## config.mk

```make
export PLATFORM = sky130hd
export DESIGN_NAME = ntc_log2
export DESIGN_NICKNAME = d
export VERILOG_FILES = /design/src/sv/ntc_pkg.sv /design/src/sv/ntc_log2.sv
export SDC_FILE = /design/constraint.sdc
export NUM_CORES = 2
export LEC_CHECK = 0
export ABC_CLOCK_PERIOD_IN_PS = 11200
export BUFFER_PORTS_ARGS = -buffer_cell sky130_fd_sc_hd__buf_2
export CELL_PAD_IN_SITES_DETAIL_PLACEMENT = 0
export CELL_PAD_IN_SITES_GLOBAL_PLACEMENT = 1
export CORE_MARGIN = 2
export CORE_UTILIZATION = 40
export CTS_CLUSTER_DIAMETER = 150
export DETAILED_ROUTE_END_ITERATION = 8
export GPL_TIMING_DRIVEN = 0
export PLACE_DENSITY = 0.68
export RECOVER_POWER = 100
export SYNTH_ARGS = -nofsm -noshare
export SYNTH_HDL_FRONTEND = slang
export SYNTH_SLANG_ARGS = --single-unit
export TNS_END_PERCENT = 10
```

## constraint.sdc

```tcl
create_clock -name clk -period 11.2 [get_ports clk]
set_input_delay 2.24 -clock clk [delete_from_list [all_inputs] [get_ports clk]]
set_output_delay 2.24 -clock clk [all_outputs]
set_load 0.005 [all_outputs]
```

## src/sv/ntc_pkg.sv

```systemverilog
// ----------------------------------------------------------------------------
// ntc_pkg: shared types and constants of the NTC thermistor core
// Status codes, register indexes, state encodings and datapath widths.
// ----------------------------------------------------------------------------
package ntc_pkg;

  // result status codes
  typedef enum logic [2:0] {
    STAT_OK          = 3'd0,
    STAT_DISABLED    = 3'd1,
    STAT_NO_DATA     = 3'd2,
    STAT_NEAR_SUPPLY = 3'd3,
    STAT_NEAR_GROUND = 3'd4
  } status_t;

  // configuration register indexes
  typedef enum logic [2:0] {
    REG_ENABLED      = 3'd0,
    REG_BURST_LEN    = 3'd1,
    REG_SUPPLY_MV    = 3'd2,
    REG_FIXED_OHMS   = 3'd3,
    REG_NOMINAL_OHMS = 3'd4,
    REG_BETA         = 3'd5
  } cfg_reg_t;

  localparam int CFG_DATA_W = 20;

  // serial divider widths
  localparam int DIV_NUM_W = 61;
  localparam int DIV_DEN_W = 47;
  localparam int DIV_CNT_W = $clog2(DIV_NUM_W + 1);

  // log2 unit widths: input below 2^33, result Q24 with a 6-bit exponent
  localparam int LOG_IN_W  = 33;
  localparam int LOG_OUT_W = 30;
  localparam int LOG_M_W   = 31;
  localparam int LOG_S_W   = 6;

  // ln(2) in Q32
  localparam logic [31:0] LN2_Q32 = 32'd2977044472;

  // B-equation constants
  localparam int B_SCALE_DEN = 100;
  localparam int T0_CENTI_B  = 29815;
  localparam int B_SCALE_NUM = 2981500;
  localparam int KELVIN_CENTI = 27315;
  localparam int TEMP_MAX_Q  = 27315 + 32767;

  // shared unit handshake status
  typedef struct packed {
    logic busy;
    logic done;
  } unit_status_t;

  typedef enum logic [1:0] {
    LOG_IDLE,
    LOG_NORM,
    LOG_SQUARE
  } log_state_t;

  typedef enum logic [4:0] {
    ST_IDLE,
    ST_AVG_GO,
    ST_AVG_WAIT,
    ST_MV_PREP,
    ST_MV_GO,
    ST_MV_WAIT,
    ST_CHECK,
    ST_LOGA_GO,
    ST_LOGA_WAIT,
    ST_LOGB_GO,
    ST_LOGB_WAIT,
    ST_LN,
    ST_LMUL,
    ST_DEN,
    ST_NUM,
    ST_T_GO,
    ST_T_WAIT,
    ST_OUT
  } ctrl_state_t;

endpackage

```

## src/sv/ntc_log2.sv

```systemverilog
// ----------------------------------------------------------------------------
// ntc_log2: serial log2 in Q24
// Normalizes by one-bit shifts, then finds one fraction bit per squaring.
// ----------------------------------------------------------------------------
module ntc_log2
  import ntc_pkg::*;
(
  input  logic                 clk,
  input  logic                 rst,
  input  logic                 start,
  input  logic [LOG_IN_W-1:0]  x,
  output unit_status_t         stat,
  output logic [LOG_OUT_W-1:0] result
);

  log_state_t           state;
  log_state_t           state_next;
  logic [LOG_IN_W-1:0]  w;
  logic [LOG_S_W-1:0]   s;
  logic [LOG_M_W-1:0]   m;
  logic [4:0]           bit_idx;
  logic                 done;
  logic                 busy;
  logic [2*LOG_M_W-1:0] sq;
  logic [LOG_M_W:0]     t;

  // square of the mantissa, back to Q30
  always_comb begin
    sq = (2*LOG_M_W)'(m) * (2*LOG_M_W)'(m);
    t  = sq[2*LOG_M_W-1:LOG_M_W-1];
  end

  // next state
  always_comb begin
    state_next = state;
    unique case (state)
      LOG_IDLE:   if (start) state_next = LOG_NORM;
      LOG_NORM:   if (w[LOG_IN_W-1]) state_next = LOG_SQUARE;
      LOG_SQUARE: if (bit_idx == 5'd0) state_next = LOG_IDLE;
      default:    state_next = LOG_IDLE;
    endcase
  end

  // outputs
  always_comb begin
    busy = (state != LOG_IDLE);
  end

  always_ff @(posedge clk) begin
    if (rst) begin
      state <= LOG_IDLE;
      done  <= 1'b0;
    end else begin
      state <= state_next;
      done  <= (state == LOG_SQUARE) && (bit_idx == 5'd0);
    end
  end

  // datapath
  always_ff @(posedge clk) begin
    unique case (state)
      LOG_IDLE: begin
        if (start) begin
          w <= (x == '0) ? LOG_IN_W'(1) : x;
          s <= '0;
        end
      end
      LOG_NORM: begin
        if (w[LOG_IN_W-1]) begin
          m       <= w[LOG_IN_W-1 -: LOG_M_W];
          result  <= {LOG_S_W'(LOG_IN_W - 1) - s, 24'd0};
          bit_idx <= 5'd23;
        end else begin
          w <= {w[LOG_IN_W-2:0], 1'b0};
          s <= s + 1'b1;
        end
      end
      LOG_SQUARE: begin
        if (t[LOG_M_W]) begin
          m               <= t[LOG_M_W:1];
          result[bit_idx] <= 1'b1;
        end else begin
          m <= t[LOG_M_W-1:0];
        end
        bit_idx <= bit_idx - 1'b1;
      end
      default: ;
    endcase
  end

  assign stat = '{busy: busy, done: done};

endmodule

```

==> run_results.csv <==
group,metric,value,unit
sta,layout_setup_ws,0.3901,ns
sta,holdWs,0.5501,ns
critical_path,crit_slowest_cell,"clkbuf_1",
cts,clock-sinks,108,
synth,synth_edf_count,105,
synth,synth_flop_cell,"edfxtp_1",
floorplan,coreArea,79130,um^2
min_path,hold_path.class,"reg -> reg",
route,drtIter0Drc,1744,
cts,clockBufferDepth,2,
critical_path,worst_ep_arrival_time,10.89,ns
finish,layout_common_cells,"921 x inv_1, 747 x fa_1, 376 x nand2_1, 271 x ha_1, 191 x and2_1",
finish,drive_above_1_share,2.222,%
floorplan,die_w,287.1,um
sta,maxSlewHeadroom,-15.90,%
sta,rsz0062_at_grt,"false",
critical_path,r2r_setup_slack,0.39,ns
outcome,violations,"max-capacitance violations, max-slew violations",
global_routing,grt.total_usage,25.74,%
sta,setup_violations,0,
route,antenna_left,0,
synth,ys_warn_count,0,
global_routing,grt_pass1_vias,24920,
cts,insertion_delay,0.36,ns
global_routing,grt_pass1_wl,156.4,mm
synth,synthArstFlopShare,0,%
cts,tritoncts,"yes",
floorplan,std_cell_rows,103,
outcome,status,"finished, violations left",
synth,ys_seq_area_share,10.03,%
route,vias,23050,
sta,fin_skew,0.01004,ns
synth,syn_avg_cell_area,9.476,um^2
critical_path,worst_setup_path_end_kind,"flip-flop",
route,finalWirelength,101.8,mm
cts,htree_levels,3,
floorplan,die_h,287.1,um
route,drt-pass1-iter-count,5,
sta,finalHoldViolations,0,
finish,fin_cells,4518,
floorplan,io_pins,68,
placed_design,port_buffers,67,
synth,syn_nets,4436,
placed_design,gp_congestion,0.9497,
finish,nets,4515,
floorplan,die-area,82400,um^2
critical_path,critical_path_required,11.28,ns
floorplan,initial_core_util,40.50,%
cts,cts_root_buf,"clkbuf_16",
synth,syn-cell-area,32050,um^2
critical_path,cpMostUsedCell,"fa_1",
synth,synth_cell_type_count,66,
sta,fin_tns_setup,0,ns
synth,synth_seq_cells,108,
sta,slew_violations,56,
finish,layout_commonest_cell,"inv_1",
critical_path,crit_type,"reg -> reg",
global_routing,antenna_found_initial,9,
synth,syn_inst,3382,
critical_path,cp_max_fo,10,
flow_run,drv_cap,2,
cts,clk_pin_slew,0.07,ns
sta,max_freq,92.51,MHz
sta,period_share,96.52,%
cts,cts_inserted_buffers,9,
route,wl_per_cell,22.54,um
finish,syn2layout_area_growth,5.930,%
placed_design,place_inst,4500,
global_routing,grt_overflow,0,
sta,period_needed,10.81,ns
global_routing,grt_start_max_net_pins,37,
route,vias_per_cell,5.102,
placed_design,dpl.hpwl,84.40,mm
critical_path,cpPeakStageDelay,0.96,ns
sta,worst-slew-pin-transition,1.738,ns
critical_path,start_kind,"flip-flop",
route,drc,0,
placed_design,post-place-ws,0.3429,ns
## worst paths after layout
kind                   startpoint               to  cells after the start
hold / removal    w[13]$_DFFE_PP_  m[11]$_DFFE_PP_                      2
hold reg to reg   w[13]$_DFFE_PP_  m[11]$_DFFE_PP_                      2
setup / recovery  m[12]$_DFFE_PP_   m[5]$_DFFE_PP_                     27
setup reg to reg  m[12]$_DFFE_PP_   m[5]$_DFFE_PP_                     27
## state kept, by name (all words and copies together) (netlist names)
name     cells
bit_idx      5
state        2
w           33
done         1
m           31
result      30
s            6
## layer usage
metal  share of wire [%]  vias up  global-route usage [%]
met3                 5.6      162                   2.452
met5               0.030        -                       0
met2                  48      756                   43.30
met1                  43    11910                   35.53
li1                    -    10220                       -
met4                 3.5        4                   7.201
## cell families (layout without fill, tap and decap cells)
family / Yosys count / in the layout / share of synthesized area (%)
adders and majority gates: 1018 / 1018 / 57.24
buffers and inverters: 1069 / 1153 / 12.58
xor gates and xnor gates: 63 / 63 / 1.745
other: 0 / 2 / 0
muxes: 17 / 17 / 0.5387
AOI/OAI and AO/OA: 306 / 306 / 5.938
and+or+nand+nor: 801 / 801 / 11.93
DFF: 108 / 108 / 10.03
## area by class of cell
class                      count  area (um^2)
fill                        8102        45180
inverter                     922         3461
clock inverter                 7        75.07
antenna                        2        5.005
tap                         1050         1314
clock buffer                   9        225.2
multi-input combinational   2205        24790
timing repair buffer          68        301.5
buffer                       147        565.5
sequential                   108         3213
## synthesized netlist by cell type (3+ instances only)
cell | number | area [um^2]
o21ai_0 | 68 | 340.3
nor2b_1 | 11 | 68.82
a221oi_1 | 3 | 26.28
a31o_2 | 4 | 35.03
o22ai_1 | 4 | 25.02
nor4_1 | 11 | 68.82
or2_2 | 5 | 31.28
a211oi_1 | 9 | 67.56
xnor2_1 | 35 | 306.5
fa_1 | 747 | 14950
nand3_1 | 15 | 75.07
xor2_1 | 27 | 236.5
o21a_1 | 5 | 37.54
a211o_1 | 3 | 26.28
a21oi_1 | 102 | 510.5
a31oi_1 | 13 | 81.33
mux2i_1 | 15 | 150.1
and4_1 | 4 | 35.03
dfxtp_1 | 3 | 60.06
nor2_1 | 92 | 345.3
nor3_1 | 13 | 65.06
a21boi_1 | 3 | 22.52
a221o_1 | 3 | 30.03
buf_2 | 3 | 15.01
nand2_1 | 377 | 1415
o211ai_1 | 8 | 60.06
or3_1 | 4 | 25.02
edfxtp_1 | 105 | 3153
and3_1 | 7 | 43.79
o21ai_1 | 16 | 80.08
a22oi_1 | 9 | 67.56
buf_4 | 4 | 30.03
nand4_1 | 25 | 156.4
nand2b_1 | 38 | 237.7
o21bai_1 | 9 | 67.56
clkbuf_1 | 136 | 510.5
nor3b_1 | 3 | 22.52
inv_1 | 921 | 3457
buf_1 | 4 | 15.01
a21o_1 | 27 | 202.7
and2_1 | 192 | 1201
ha_1 | 271 | 3391
## per-stage QoR
step           util [%]  instance area [um^2]
6_report          42.91                 33950
5_1_grt           42.90                 33950
3_3_place_gp      42.59                 33700
3_5_place_dp      42.64                 33740
2_1_floorplan         -                 32050
4_1_cts           43.02                 34040
## critical path, delay by kind of cell, from the launching register on
kind                     cells  cell delay (ns)
adder cells (fa/ha/maj)      9             4.33
XOR/XNOR                     1             0.38
AND/OR/NAND/NOR              4             0.75
buffers and inverters        8             2.83
AO/OA/AOI/OAI                4             1.16
multiplexers                 1             0.32
flip-flops                   1             0.73
## timing repair
action,4_1_cts,5_1_grt
setup buffers,0,0
setup endpoints to repair,0,30
hold buffers,0,0
gates resized for setup,0,1
Power is not shown: default switching activity piles up to over one toggle a cycle in this logic, so the estimate is an artifact.
