**src/sv/ntc_pkg.sv**
```systemverilog
// ----------------------------------------------------------------------------
// ntc_pkg: shared types and constants of the NTC thermistor core
// Status codes, register indexes, state encodings and datapath widths.
// ----------------------------------------------------------------------------
package ntc_pkg;

  // result status codes
  typedef enum logic [2:0] {
    STAT_OK          = 3'd0,
    STAT_DISABLED    = 3'd1,
    STAT_NO_DATA     = 3'd2,
    STAT_NEAR_SUPPLY = 3'd3,
    STAT_NEAR_GROUND = 3'd4
  } status_t;

  // configuration register indexes
  typedef enum logic [2:0] {
    REG_ENABLED      = 3'd0,
    REG_BURST_LEN    = 3'd1,
    REG_SUPPLY_MV    = 3'd2,
    REG_FIXED_OHMS   = 3'd3,
    REG_NOMINAL_OHMS = 3'd4,
    REG_BETA         = 3'd5
  } cfg_reg_t;

  localparam int CFG_DATA_W = 20;

  // serial divider widths
  localparam int DIV_NUM_W = 61;
  localparam int DIV_DEN_W = 47;
  localparam int DIV_CNT_W = $clog2(DIV_NUM_W + 1);

  // log2 unit widths: input below 2^33, result Q24 with a 6-bit exponent
  localparam int LOG_IN_W  = 33;
  localparam int LOG_OUT_W = 30;
  localparam int LOG_M_W   = 31;
  localparam int LOG_S_W   = 6;

  // ln(2) in Q32
  localparam logic [31:0] LN2_Q32 = 32'd2977044472;

  // B-equation constants
  localparam int B_SCALE_DEN = 100;
  localparam int T0_CENTI_B  = 29815;
  localparam int B_SCALE_NUM = 2981500;
  localparam int KELVIN_CENTI = 27315;
  localparam int TEMP_MAX_Q  = 27315 + 32767;

  // shared unit handshake status
  typedef struct packed {
    logic busy;
    logic done;
  } unit_status_t;

  typedef enum logic [1:0] {
    LOG_IDLE,
    LOG_NORM,
    LOG_SQUARE
  } log_state_t;

  typedef enum logic [4:0] {
    ST_IDLE,
    ST_AVG_GO,
    ST_AVG_WAIT,
    ST_MV_PREP,
    ST_MV_GO,
    ST_MV_WAIT,
    ST_CHECK,
    ST_LOGA_GO,
    ST_LOGA_WAIT,
    ST_LOGB_GO,
    ST_LOGB_WAIT,
    ST_LN,
    ST_LMUL,
    ST_DEN,
    ST_NUM,
    ST_T_GO,
    ST_T_WAIT,
    ST_OUT
  } ctrl_state_t;

endpackage

```
**src/sv/ntc_div.sv**
```systemverilog
// ----------------------------------------------------------------------------
// ntc_div: bit-serial restoring divider
// One quotient bit per cycle over the full numerator width.
// ----------------------------------------------------------------------------
module ntc_div
  import ntc_pkg::*;
(
  input  logic                 clk,
  input  logic                 rst,
  input  logic                 start,
  input  logic [DIV_NUM_W-1:0] num,
  input  logic [DIV_DEN_W-1:0] den,
  output unit_status_t         stat,
  output logic [DIV_NUM_W-1:0] quo
);

  logic [DIV_DEN_W-1:0] rem;
  logic [DIV_DEN_W-1:0] den_r;
  logic [DIV_NUM_W-1:0] nsh;
  logic [DIV_CNT_W-1:0] cnt;
  logic                 busy;
  logic                 done;
  logic [DIV_DEN_W:0]   trial;
  logic [DIV_DEN_W:0]   diff;
  logic                 ge;

  // trial subtract of one shifted-in numerator bit
  always_comb begin
    trial = {rem, nsh[DIV_NUM_W-1]};
    diff  = trial - {1'b0, den_r};
    ge    = (trial >= {1'b0, den_r});
  end

  // control
  always_ff @(posedge clk) begin
    if (rst) begin
      busy <= 1'b0;
      done <= 1'b0;
      cnt  <= '0;
    end else begin
      done <= 1'b0;
      if (start && !busy) begin
        busy <= 1'b1;
        cnt  <= DIV_CNT_W'(DIV_NUM_W);
      end else if (busy) begin
        cnt <= cnt - 1'b1;
        if (cnt == DIV_CNT_W'(1)) begin
          busy <= 1'b0;
          done <= 1'b1;
        end
      end
    end
  end

  // datapath
  always_ff @(posedge clk) begin
    if (start && !busy) begin
      rem   <= '0;
      den_r <= den;
      nsh   <= num;
      quo   <= '0;
    end else if (busy) begin
      rem <= ge ? diff[DIV_DEN_W-1:0] : trial[DIV_DEN_W-1:0];
      nsh <= {nsh[DIV_NUM_W-2:0], 1'b0};
      quo <= {quo[DIV_NUM_W-2:0], ge};
    end
  end

  assign stat = '{busy: busy, done: done};

endmodule

```
**config.mk**
```make
export PLATFORM = sky130hd
export DESIGN_NAME = ntc_div
export DESIGN_NICKNAME = d
export VERILOG_FILES = /design/src/sv/ntc_pkg.sv /design/src/sv/ntc_div.sv
export SDC_FILE = /design/constraint.sdc
export NUM_CORES = 1
export LEC_CHECK = 0
export BUFFER_PORTS_ARGS = -buffer_cell sky130_fd_sc_hd__buf_4
export CAP_MARGIN = 20
export CELL_PAD_IN_SITES_DETAIL_PLACEMENT = 1
export CELL_PAD_IN_SITES_GLOBAL_PLACEMENT = 2
export CORE_ASPECT_RATIO = 1.1
export CORE_UTILIZATION = 36
export DETAILED_ROUTE_END_ITERATION = 16
export GPL_TIMING_DRIVEN = 0
export PLACE_DENSITY = 0.9
export SLEW_MARGIN = 20
export SYNTH_ARGS = -nofsm -noshare
export SYNTH_HDL_FRONTEND = slang
export SYNTH_SLANG_ARGS = --single-unit
```
**constraint.sdc**
```tcl
create_clock -name clk -period 4 [get_ports clk]
set_input_delay 0.6 -clock clk [delete_from_list [all_inputs] [get_ports clk]]
set_output_delay 0.6 -clock clk [all_outputs]
set_load 0.02 [all_outputs]
```
==> qor.csv, run 1 <==
stage,metric,value,unit
outcome,status,finished clean,
timing,tightest_slew,0.935,ns
die,start_util,36.7,%
synthesis,synthMuxAreaShare,6.22,%
timing,rsz0062_at_grt,no,
run,max_cap_viol_count,0,
drt,top_layer,met4,
die,core,30500,µm²
worst_setup_path,r2r-start,den_r[23],
drt,routed_via_density,5.12,
synthesis,synth.distinct_cells,64,
synthesis,synthAdderAreaFrac,5.65,%
power_and_ir_drop,cellInternalPower,5420,µW
power_and_ir_drop,p_per_area,609,nW/µm²
worst_setup_path,arrival,4.01,ns
drt,wl_met3,1920,µm
power_and_ir_drop,switchingPower,3040,µW
synthesis,ys.flop_type,dfxtp_1,
finish,drive_above_1_share,23.1,%
cts,cts_tree,built,
power_and_ir_drop,ir_worst_vdd,0.290,mV
synthesis,synth_xor_area_share,3.36,%
placed_design,io_buffers,172,
grt,grt_pass1_vias,9525,
grt,grt_max_degree,62,
drt,wl,30500,µm
grt,grt_first_pass_wirelength,49800,µm
synthesis,synth_top_family_by_area,compound AO/OA/AOI/OAI gates,
die,rows,67,
die,die-area,31800,µm²
grt,antenna_found_initial,1,
drt,final_antenna_net_count,0,
synthesis,synth_fp_nets,1275,
drt,dr.pass1.iters,4,
synthesis,yosys-top-cells-count,"nand2_1 (135), dfxtp_1 (116), edfxtp_1 (108), o21ai_0 (108), nand2b_1 (73)",
timing,fmax,279,MHz
timing,finalMaxSlewViolations,0,
grt,grt_util_all_layers,19.4,%
placed_design,hpwlAfterDp,22600,µm
cts,h-tree-depth,1,
worst_hold_path,hold_class,in2reg,
worst_setup_path,end_kind,flop,
drt,num_vias,8969,
worst_setup_path,worstPathMaxFanout,10,
power_and_ir_drop,switching_share,35.9,%
timing,whs,0.240,ns
worst_setup_path,worstPathRequired,4.42,ns
die,pin_count,174,
finish,fin_util,45.5,%
synthesis,yosysSeqAreaShare,49.7,%
timing,period_share,89.7,%
synthesis,netlist_area,11200,µm²
worst_setup_path,ff2ff_path_depth,13,
power_and_ir_drop,p_total,8460,µW
timing,slew_headroom,37.7,%
drt,wl_met2,14900,µm
die,die_width,170,µm
synthesis,yosysTopAreaCellShare,28.9,%
cts,clkSlewWorstSetupHoldPaths,0.06,ns
synthesis,synth-async-reset-ratio,0,%
synthesis,yosysMostFrequentCell,nand2_1,
synthesis,synthCells,1114,
synthesis,synth_edf_count,108,
worst_hold_path,min_delay_path_depth,1,
power_and_ir_drop,clockPowerShare,27.8,%
synthesis,ys_top_cells_by_area,"edfxtp_1 (29%), dfxtp_1 (21%), mux2_2 (6.0%), ha_1 (5.5%), o21ai_0 (4.8%)",
timing,setup_viol,0,
synthesis,synth-compound-area-share,17.0,%
worst_setup_path,reg2reg_to,rem[36],
die,fp.dieH,187,µm
grt,grt_overflow,0,
timing,finalHoldViolations,0,
worst_hold_path,hold-path-endpoint,den_r[3],
power_and_ir_drop,p_seq_share,35.5,%
worst_setup_path,r2r_slack,0.41,ns
worst_setup_path,path_class,reg2reg,
drt,drt-initial-drc-count,324,
synthesis,ys_ff_latch,224,
cts,clock_path_buffers,3,
cts,cts_buffers,27,
drt,wl_met1,12800,µm
timing,finClkSkew,0.0123,ns
cts,cts.sinks,224,
synthesis,synth-simple-area-share,13.4,%
cts,insertion_delay,0.53,ns
finish,area_delta_synth_final,24.0,%
synthesis,yosys.area.top_type,edfxtp_1,
placed_design,gp_congestion,0.858,
drt,drc,0,
synthesis,yosysWarningCount,0,
worst_setup_path,cp-start-kind,flop,
synthesis,avgSynthCellArea,10.1,µm²
power_and_ir_drop,leakage,0.00549,µW
cts,post_cts_buffers,0,
timing,post-route-min-period,3.59,ns
timing,setup_tns,0,ns
drt,wl_per_cell,17.4,µm
worst_hold_path,hp-start,den[3],
power_and_ir_drop,combPwrFrac,36.6,%
cts,root_buffer,clkbuf_16,
finish,fin_nets,1477,
-- through the flow --
stage | area (µm²) | cells | setup WS [ns]
finish | 13900 | 1751 | 0.412
global route | 13900 | 1750 | 0.135
CTS | 13900 | 1750 | 0.294
detailed placement | 13000 | 1701 | 0.321
global placement | 13000 | 1700 | -0.615
floorplan | 11200 | 1114 | 0.686
-- cell type report --
class / instances / area (µm²)
Fill cell: 3522 / 16600
Sequential cell: 224 / 5570
Multi-Input combinational cell: 761 / 5110
Timing Repair Buffer: 173 / 1310
Clock buffer: 37 / 764
Tap cell: 414 / 518
Buffer: 66 / 297
Inverter: 63 / 239
Clock inverter: 12 / 83.8
Antenna cell: 1 / 2.50
-- placed cells by master (no fill, tap or decap), types with 3 or more instances in the layout --
| cell | count |
|---|---|
| buf_4 | 178 |
| nand2_1 | 135 |
| dfxtp_1 | 116 |
| o21ai_0 | 108 |
| edfxtp_1 | 108 |
| nand2b_1 | 73 |
| inv_1 | 61 |
| mux2_2 | 60 |
| a21oi_1 | 55 |
| clkbuf_1 | 51 |
| ha_1 | 49 |
| nor2_1 | 39 |
| a22o_1 | 33 |
| clkbuf_16 | 28 |
| xnor2_1 | 22 |
| xor2_1 | 21 |
| o21ai_1 | 20 |
| nand4_1 | 15 |
| buf_2 | 11 |
| nand3_1 | 11 |
| nor3_1 | 11 |
| o21a_1 | 8 |
| a21o_1 | 7 |
| a211oi_1 | 7 |
| o31ai_1 | 7 |
| o21bai_1 | 7 |
| clkinv_1 | 7 |
| nor2b_1 | 6 |
| a21oi_2 | 6 |
| a32oi_1 | 6 |
| nor3b_1 | 5 |
| a31oi_1 | 5 |
| nor4_1 | 4 |
| a22oi_1 | 4 |
| and2_1 | 3 |
| clkbuf_8 | 3 |
-- critical path: stages (launching register included) --
cell,delay (ns)
edfxtp_1,0.38
inv_1,0.07
ha_1,0.22
clkbuf_1,0.20
a21oi_1,0.26
o21ai_1,0.15
nor2_1,0.12
nand3_1,0.12
o211ai_2,0.18
nand3b_1,0.18
a2111oi_4,0.67
clkbuf_1,0.49
o21ai_0,0.23
a22o_1,0.21
-- metal layers --
metal | vias up | GRT usage (%)
li1 | 4362 | -
met1 | 4378 | 23.1
met2 | 175 | 34.1
met3 | 54 | 4.82
met4 | 0 | 5.82
met5 | - | 0
-- repair_timing --
item / CTS / global route
setup endpoints to repair: 0 / 1
hold buffers: 0 / 0
resized for setup: 0 / 2
-- logic make-up after synthesis --
group,Yosys count
compound gates,295
xor+xnor,43
fa+ha+maj,50
buf+inv,129
flops,224
mux,62
simple gates,311
-- power by group through the flow --
stage	Clock (µW)	Sequential, µW	Combinational [µW]
finish	2350	3010	3100
global route	2500	3050	3480
CTS	2420	3010	3130
detailed placement	0	3050	3110
global placement	0	3040	3040
floorplan	0	2990	2300
-- registers in the layout, summed over array words and instances (netlist names) --
name,cells
quo,61
den_r,47
done,1
nsh,61
cnt,6
rem,47
busy,1
-- worst max-delay path by stage --
stage | startpoint | to | slack [ns] | cells after the start
2_1_floorplan | start | nsh[54] | 0.69 | 5
3_3_place_gp | start | nsh[57] | -0.62 | 6
3_5_place_dp | den_r[23] | rem[44] | 0.32 | 13
4_1_cts | den_r[15] | rem[40] | 0.29 | 13
5_1_grt | den_r[15] | rem[36] | 0.14 | 13
6_report | den_r[23] | rem[36] | 0.41 | 13
(Power assumes the default switching activity.)
==> inputs of run 2 (changes only) <==
- CTS_BUF_LIST: not set -> sky130_fd_sc_hd__clkbuf_4 sky130_fd_sc_hd__clkbuf_8 sky130_fd_sc_hd__clkbuf_16
==> run 2 against run 1 <==
Effect of this change: via count increased by 0.40%; fmax increased by 0.26%; critical path depth unchanged; clock skew about the same; final area increased by 0.16%; die area unchanged; sequential power about the same; wire length increased by 0.29%; critical path type unchanged; highest routed layer unchanged.
==> qor.csv, run 2 (synthesized netlist as in run 1, its figures left out) <==
stage,metric,value,unit
cts,clkSlewWorstSetupHoldPaths,0.06,ns
timing,finClkSkew,0.0124,ns
timing,finalMaxSlewViolations,0,
grt,grt_util_all_layers,19.5,%
placed_design,io_buffers,172,
cts,hold_buffers,0,
worst_setup_path,crit_chain,inv_1 -> ha_1 -> buf_2 -> a21oi_2 -> o21ai_1 -> a21oi_1 -> nand3_1 -> o211ai_2 -> nand3b_1 -> a2111oi_4 -> clkbuf_1 -> o21ai_0 -> a22o_1,
grt,grt_first_pass_wirelength,49900,µm
power_and_ir_drop,p_per_area,611,nW/µm²
finish,layout_commonest_cell,buf_4,
die,core,30500,µm²
cts,h-tree-depth,1,
timing,fin_ws,0.421,ns
placed_design,gp_congestion,0.858,
worst_setup_path,crit_start,den_r[15],
drt,drt-initial-drc-count,309,
cts,root_buffer,clkbuf_16,
cts,cts.sinks,224,
die,fp.dieH,187,µm
worst_setup_path,end_kind,flop,
worst_setup_path,ff2ff_path_depth,13,
timing,tightest_slew,0.950,ns
finish,fillCellCount,3519,
grt,grt_pass1_vias,9545,
worst_setup_path,arrival,4.00,ns
cts,cts_tree,built,
die,start_util,36.7,%
drt,num_vias,9005,
die,rows,67,
placed_design,pre_cts_ws,0.321,ns
finish,drive_above_1_share,23.5,%
drt,dr.pass1.iters,4,
cts,clock_path_buffers,3,
timing,period_share,89.5,%
timing,whs,0.239,ns
power_and_ir_drop,leakage,0.00551,µW
die,pin_count,174,
power_and_ir_drop,ir_worst_vdd,0.291,mV
die,die-area,31800,µm²
finish,area_delta_synth_final,24.2,%
placed_design,hpwlAfterDp,22600,µm
worst_setup_path,cp-start-kind,flop,
finish,largestRegisters,"nsh x61, quo x61",
finish,fin_nets,1477,
grt,antenna_found_initial,1,
cts,cts_buffers,27,
die,die_width,170,µm
finish,multiInputGateArea,5110,µm²
placed_design,placed_cells,1701,
timing,setup_viol,0,
drt,routed_via_density,5.14,
outcome,status,finished clean,
timing,slew_headroom,36.7,%
timing,post-route-min-period,3.58,ns
drt,wl_per_cell,17.5,µm
drt,wl,30600,µm
timing,rsz0062_at_grt,no,
worst_setup_path,worstPathRequired,4.42,ns
grt,grt_overflow,0,
timing,fmax,279,MHz
drt,final_antenna_net_count,0,
finish,seqCellArea,5570,µm²
finish,layout_common_cells,"buf_4 (178), nand2_1 (135), dfxtp_1 (116)",
worst_setup_path,r2r-start,den_r[15],
finish,final_cells,1751,
drt,drc,0,
timing,finalHoldViolations,0,
worst_hold_path,hold_class,in2reg,
cts,insertion_delay,0.53,ns
grt,grt_max_degree,62,
run,max_cap_viol_count,0,
worst_setup_path,worstPathMaxFanout,10,
worst_setup_path,max_stage_delay,0.67,ns
worst_setup_path,path_class,reg2reg,
worst_hold_path,hp-start,den[1],
worst_setup_path,cp_slowest_cell,a2111oi_4,
worst_hold_path,min_delay_path_depth,1,
[run 2: cell types whose count changed in the layout (fill, tap and decap cells not counted)]
cell,previous run,this run
clkbuf_1,51,45
clkbuf_4,1,7
[run 2: power by group]
part	total (µW)	internal [µW]	switching, µW
logic	3100	1260	1850
clock network	2400	1430	965
registers	3010	2780	232
total	8510	5460	3040
[run 2: worst max-delay path, delay by kind of cell (launching register included)]
family                   cells  cell delay, ns
AO/OA/AOI/OAI                7            1.81
buffers and inverters        3            0.73
flip-flops                   1            0.37
AND/OR/NAND/NOR              2            0.34
adder cells (fa/ha/maj)      1            0.22
[run 2: final timing paths]
path	to	slack (ns)
max reg2reg	rem[36]	0.42
max	rem[36]	0.42
min	den_r[1]	0.24
min reg2reg	cnt[5]	0.47
[run 2: layer usage]
| metal | vias up | share of wire, % | GRT usage, % |
|---|---|---|---|
| met5 | - | 0 | 0 |
| met4 | 0 | 2.6 | 5.82 |
| met3 | 50 | 6.0 | 4.76 |
| met2 | 175 | 49 | 34.2 |
| met1 | 4417 | 42 | 23.2 |
| li1 | 4363 | - | - |
[run 2: repair_timing]
action                                  in CTS  in global routing
resized for setup                            0                  2
setup buffers                                0                  0
endpoints found under the setup margin       0                  1
[run 2: cell type report]
| type | count | share of cell area, % |
|---|---|---|
| antenna | 1 | 0.0180 |
| buffer | 66 | 2.13 |
| clock buffer | 37 | 5.66 |
| clock inverter | 12 | 0.602 |
| inverter | 63 | 1.72 |
| multi-input combinational | 761 | 36.7 |
| sequential | 224 | 40.0 |
| tap | 414 | 3.72 |
| timing repair buffer | 173 | 9.42 |
[run 2: per-stage QoR]
step                      utilization (%)  power [µW]  TNS (ns)  area [µm²]
after global routing                 45.6        9080         0       13900
after floorplan                         -        5280         0       11200
after global placement               42.7        6080    -46.25       13000
final                                45.6        8510         0       13900
after CTS                            45.6        8600         0       13900
after detailed placement             42.7        6160         0       13000
